File: config.mk
export PLATFORM = sky130hd
export DESIGN_NAME = cmmb_ram
export DESIGN_NICKNAME = d
export VERILOG_FILES = /design/src/sv/cmmb_ram.sv
export SDC_FILE = /design/constraint.sdc
export NUM_CORES = 2
export LEC_CHECK = 0
export BUFFER_PORTS_ARGS = -buffer_cell sky130_fd_sc_hd__buf_4
export CAP_MARGIN = 20
export CORE_MARGIN = 2
export CORE_UTILIZATION = 35
export CTS_BUF_LIST = sky130_fd_sc_hd__clkbuf_2
export DETAILED_ROUTE_END_ITERATION = 8
export PLACE_DENSITY_LB_ADDON = 0.2
export SLEW_MARGIN = 5
export SYNTH_ARGS = -nofsm -noshare
export SYNTH_HDL_FRONTEND = slang
export SYNTH_SLANG_ARGS = --single-unit
File: constraint.sdc
create_clock -name aclk -period 4.98 [get_ports aclk]
set_input_delay 1.245 -clock aclk [delete_from_list [all_inputs] [get_ports aclk]]
set_output_delay 1.245 -clock aclk [all_outputs]
set_load 0.01 [all_outputs]
File: src/sv/cmmb_ram.sv
// Generic single-clock RAM: one write port, one read port, registered read.
// No dependencies.
module cmmb_ram #(
    parameter int WIDTH = 8,
    parameter int DEPTH = 256,
    localparam int AW   = $clog2(DEPTH)
) (
    input  logic             aclk,
    input  logic             we,
    input  logic [AW-1:0]    waddr,
    input  logic [WIDTH-1:0] wdata,
    input  logic             re,
    input  logic [AW-1:0]    raddr,
    output logic [WIDTH-1:0] rdata
);

    logic [WIDTH-1:0] mem_reg [DEPTH];
    logic [WIDTH-1:0] rdata_reg;

    always_ff @(posedge aclk) begin
        if (we) begin
            mem_reg[waddr] <= wdata;
        end
        if (re) begin
            rdata_reg <= mem_reg[raddr];
        end
    end

    assign rdata = rdata_reg;

endmodule

==> flow_metrics.env <==
export IMPL_outcome="finished clean"
export IMPL_setup_ws_ns=1.19
export IMPL_p_per_area_nw_per_um2=360
export IMPL_synthArstFlopShare=0
export IMPL_wire_per_inst_um=28.9
export IMPL_fp_dieH_um=481
export IMPL_die_x_um=481
export IMPL_cts_sinks=2056
export IMPL_crit_fanout=1
export IMPL_reg2reg_to="rdata[6]"
export IMPL_dr_wl_met2_um=107000
export IMPL_drv_cap=0
export IMPL_vias=41000
export IMPL_largest_reg_flops=2048
export IMPL_tightestPinTransition_ns=1.24
export IMPL_critPathMaxStageDelay_ns=0.54
export IMPL_highest_layer="met5"
export IMPL_path_cells="buf_4"
export IMPL_die_area_um2=231000
export IMPL_ir_drop_mv=0.183
export IMPL_htree_levels=6
export IMPL_wl_met3_um=13900
export IMPL_post_cts_buffers=0
export IMPL_min_path_type="in -> reg"
export IMPL_clkTransAtPathRegs_ns=0.09
export IMPL_layout_commonest_cell="edfxtp_1"
export IMPL_synth_cell_types=54
export IMPL_place_ws_ns=0.0360
export IMPL_ys_seq_elements=2056
export IMPL_clk_latency_ns=1.85
export IMPL_fin_util=0.393
export IMPL_grt_usage=0.190
export IMPL_yosys_warnings=0
export IMPL_hpwlAfterDp_um=135000
export IMPL_skew_ns=0.140
export IMPL_grt_pass1_wl_um=314000
export IMPL_gp_congestion=0.803
export IMPL_cts_tree="built"
export IMPL_r2r_slack_ns=1.93
export IMPL_final_max_slew_violation_count=0
export IMPL_drt_wl_total_um=222000
export IMPL_ios=35
export IMPL_synth_seq_area_share=0.775
export IMPL_ant_nets=0
export IMPL_m1WireLength_um=96600
export IMPL_synth_edf_count=2056
export IMPL_synthCells=3733
export IMPL_synthToLayoutAreaGrowth_pct=12.0
export IMPL_numCtsBuffers=547
export IMPL_antenna_found_initial=11
export IMPL_placementRows=175
export IMPL_synth_flop_cell="edfxtp_1"
export IMPL_crit_family="flip-flops"
export IMPL_post_synth_cell_area_avg_um2=21.3
export IMPL_r2r_start="mem_reg[232][6]"
export IMPL_grt_max_degree=123
export IMPL_holdPathStages=4
export IMPL_first_pass_iters=7
export IMPL_drive_gt1_frac=0.336
export IMPL_power_mw=32.1
export IMPL_clockBufferDepth=4
export IMPL_setup_tns_ns=0
export IMPL_path_buf_inv=1
export IMPL_ctsRootBufferMaster="clkbuf_2"
export IMPL_end_kind="output pin"
export IMPL_synth_nets=3760
export IMPL_worstRegToRegCells=6
export IMPL_min_to="rdata[6]"
export IMPL_rsz0062_at_grt="false"
export IMPL_post_route_period_util=0.761
export IMPL_hold_viol=0
export IMPL_cp_arrival_ns=2.55
export IMPL_slowest_stage="edfxtp_1"
export IMPL_via_per_inst=5.33
export IMPL_leakage_nw=28.4
export IMPL_synthesis_area_um2=79600
export IMPL_remaining_drc_errors=0
export IMPL_coreArea_um2=227000
export IMPL_fmax_ghz=0.264
export IMPL_setup_viol=0
export IMPL_port_buffers=34
export IMPL_slew_headroom=0.176
export IMPL_startpoint_type="flop"
export IMPL_fin_nets=4365
export IMPL_min_delay_start="raddr[4]"
export IMPL_initial_utilization=0.351
export IMPL_critical_path_class="reg -> out"
export IMPL_drtIter0Drc=4030
export IMPL_final_cell_mix="edfxtp_1 (2,056), clkbuf_2 (769), mux4_2 (454)"
export IMPL_required_ns=3.73
export IMPL_grt_overflow=0
export IMPL_period_needed_ns=3.79
export IMPL_grt_pass1_vias=42600
## per-stage QoR
step	instances	hold slack [ns]	cell area, um2
floorplan	3733	0.864	79600
global placement	6778	1.15	84500
detailed placement	6782	1.14	84600
CTS	7676	0.0190	89100
global route	7685	0.107	89200
finish	7687	0.292	89200
## worst register-to-register path, cell delays in order (launching register included)
cell	delay, ns
edfxtp_1	0.40
mux4_2	0.48
o311ai_0	0.29
o22ai_1	0.20
nor4_1	1.07
buf_4	0.26
nor4_2	0.04
## worst max path at each step
stage                  start        to  slack, ns  cells after the start
detailed placement  raddr[0]  rdata[6]       0.04                      9
finish              rdata[6]  rdata[6]       1.19                      1
global placement    raddr[0]  rdata[4]      -0.17                     10
floorplan           raddr[0]  rdata[2]       1.66                      9
global route        rdata[6]  rdata[6]       0.99                      1
CTS                 rdata[6]  rdata[6]       0.91                      1
## power by group
part | internal (mW) | leakage (nW) | switching (mW)
Sequential | 19.1 | 18.5 | 0.0231
Combinational | 0.648 | 6.39 | 1.20
Clock | 4.35 | 3.51 | 6.82
## area by class of cell
| type | instances | area [um2] |
|---|---|---|
| Sequential cell | 2056 | 61700 |
| Clock inverter | 110 | 572 |
| Antenna cell | 10 | 25.0 |
| Multi-Input combinational cell | 1442 | 16500 |
| Clock buffer | 769 | 3850 |
| Fill cell | 20800 | 138000 |
| Timing Repair Buffer | 289 | 2690 |
| Inverter | 2 | 7.51 |
| Tap cell | 3009 | 3760 |
## Yosys cell counts (3+ instances only)
cell type	count	area, um2
and2_1	6	37.5
nor4_1	24	150
buf_12	8	160
a211oi_1	16	120
nand3_1	34	170
nor3_1	22	110
o32ai_1	4	35.0
or2_2	4	25.0
nand2b_1	8	50.1
clkbuf_1	111	417
o22a_1	5	43.8
o21ai_0	10	50.1
mux2i_1	134	1340
nand2_1	33	124
mux4_2	454	10200
nand4_1	10	62.6
a22oi_1	133	998
buf_1	22	82.6
a21oi_1	96	480
o22ai_1	28	175
a22o_1	8	70.1
buf_2	31	155
a221oi_1	13	114
buf_8	13	195
edfxtp_1	2056	61700
o211ai_1	10	75.1
nor2_1	282	1060
nor4_2	3	37.5
o221ai_1	46	403
buf_6	21	236
nor2b_1	31	194
buf_4	27	203
## per-layer routing
| metal | vias to the layer above | GRT usage |
|---|---|---|
| met3 | 326 | 0.0389 |
| met2 | 1471 | 0.302 |
| met4 | 4 | 0.0563 |
| met5 | - | 0 |
| li1 | 17200 | - |
| met1 | 22000 | 0.265 |
## repair_timing
action,4_1_cts,5_1_grt
resized for setup,0,0
endpoints found under the hold margin,860,0
hold buffers,15,0
## logic make-up (layout without fill, tap and decap cells)
logic type | Yosys count | in the layout | share of synthesized area
flip-flops | 2056 | 2056 | 0.775
other | 0 | 10 | 0
AO/OA/AOI/OAI | 385 | 385 | 0.0342
buffers and inverters | 235 | 1170 | 0.0183
multiplexers | 591 | 591 | 0.146
AND/OR/NAND/NOR | 466 | 466 | 0.0263
No activity file was read; power rests on OpenSTA's default activity.
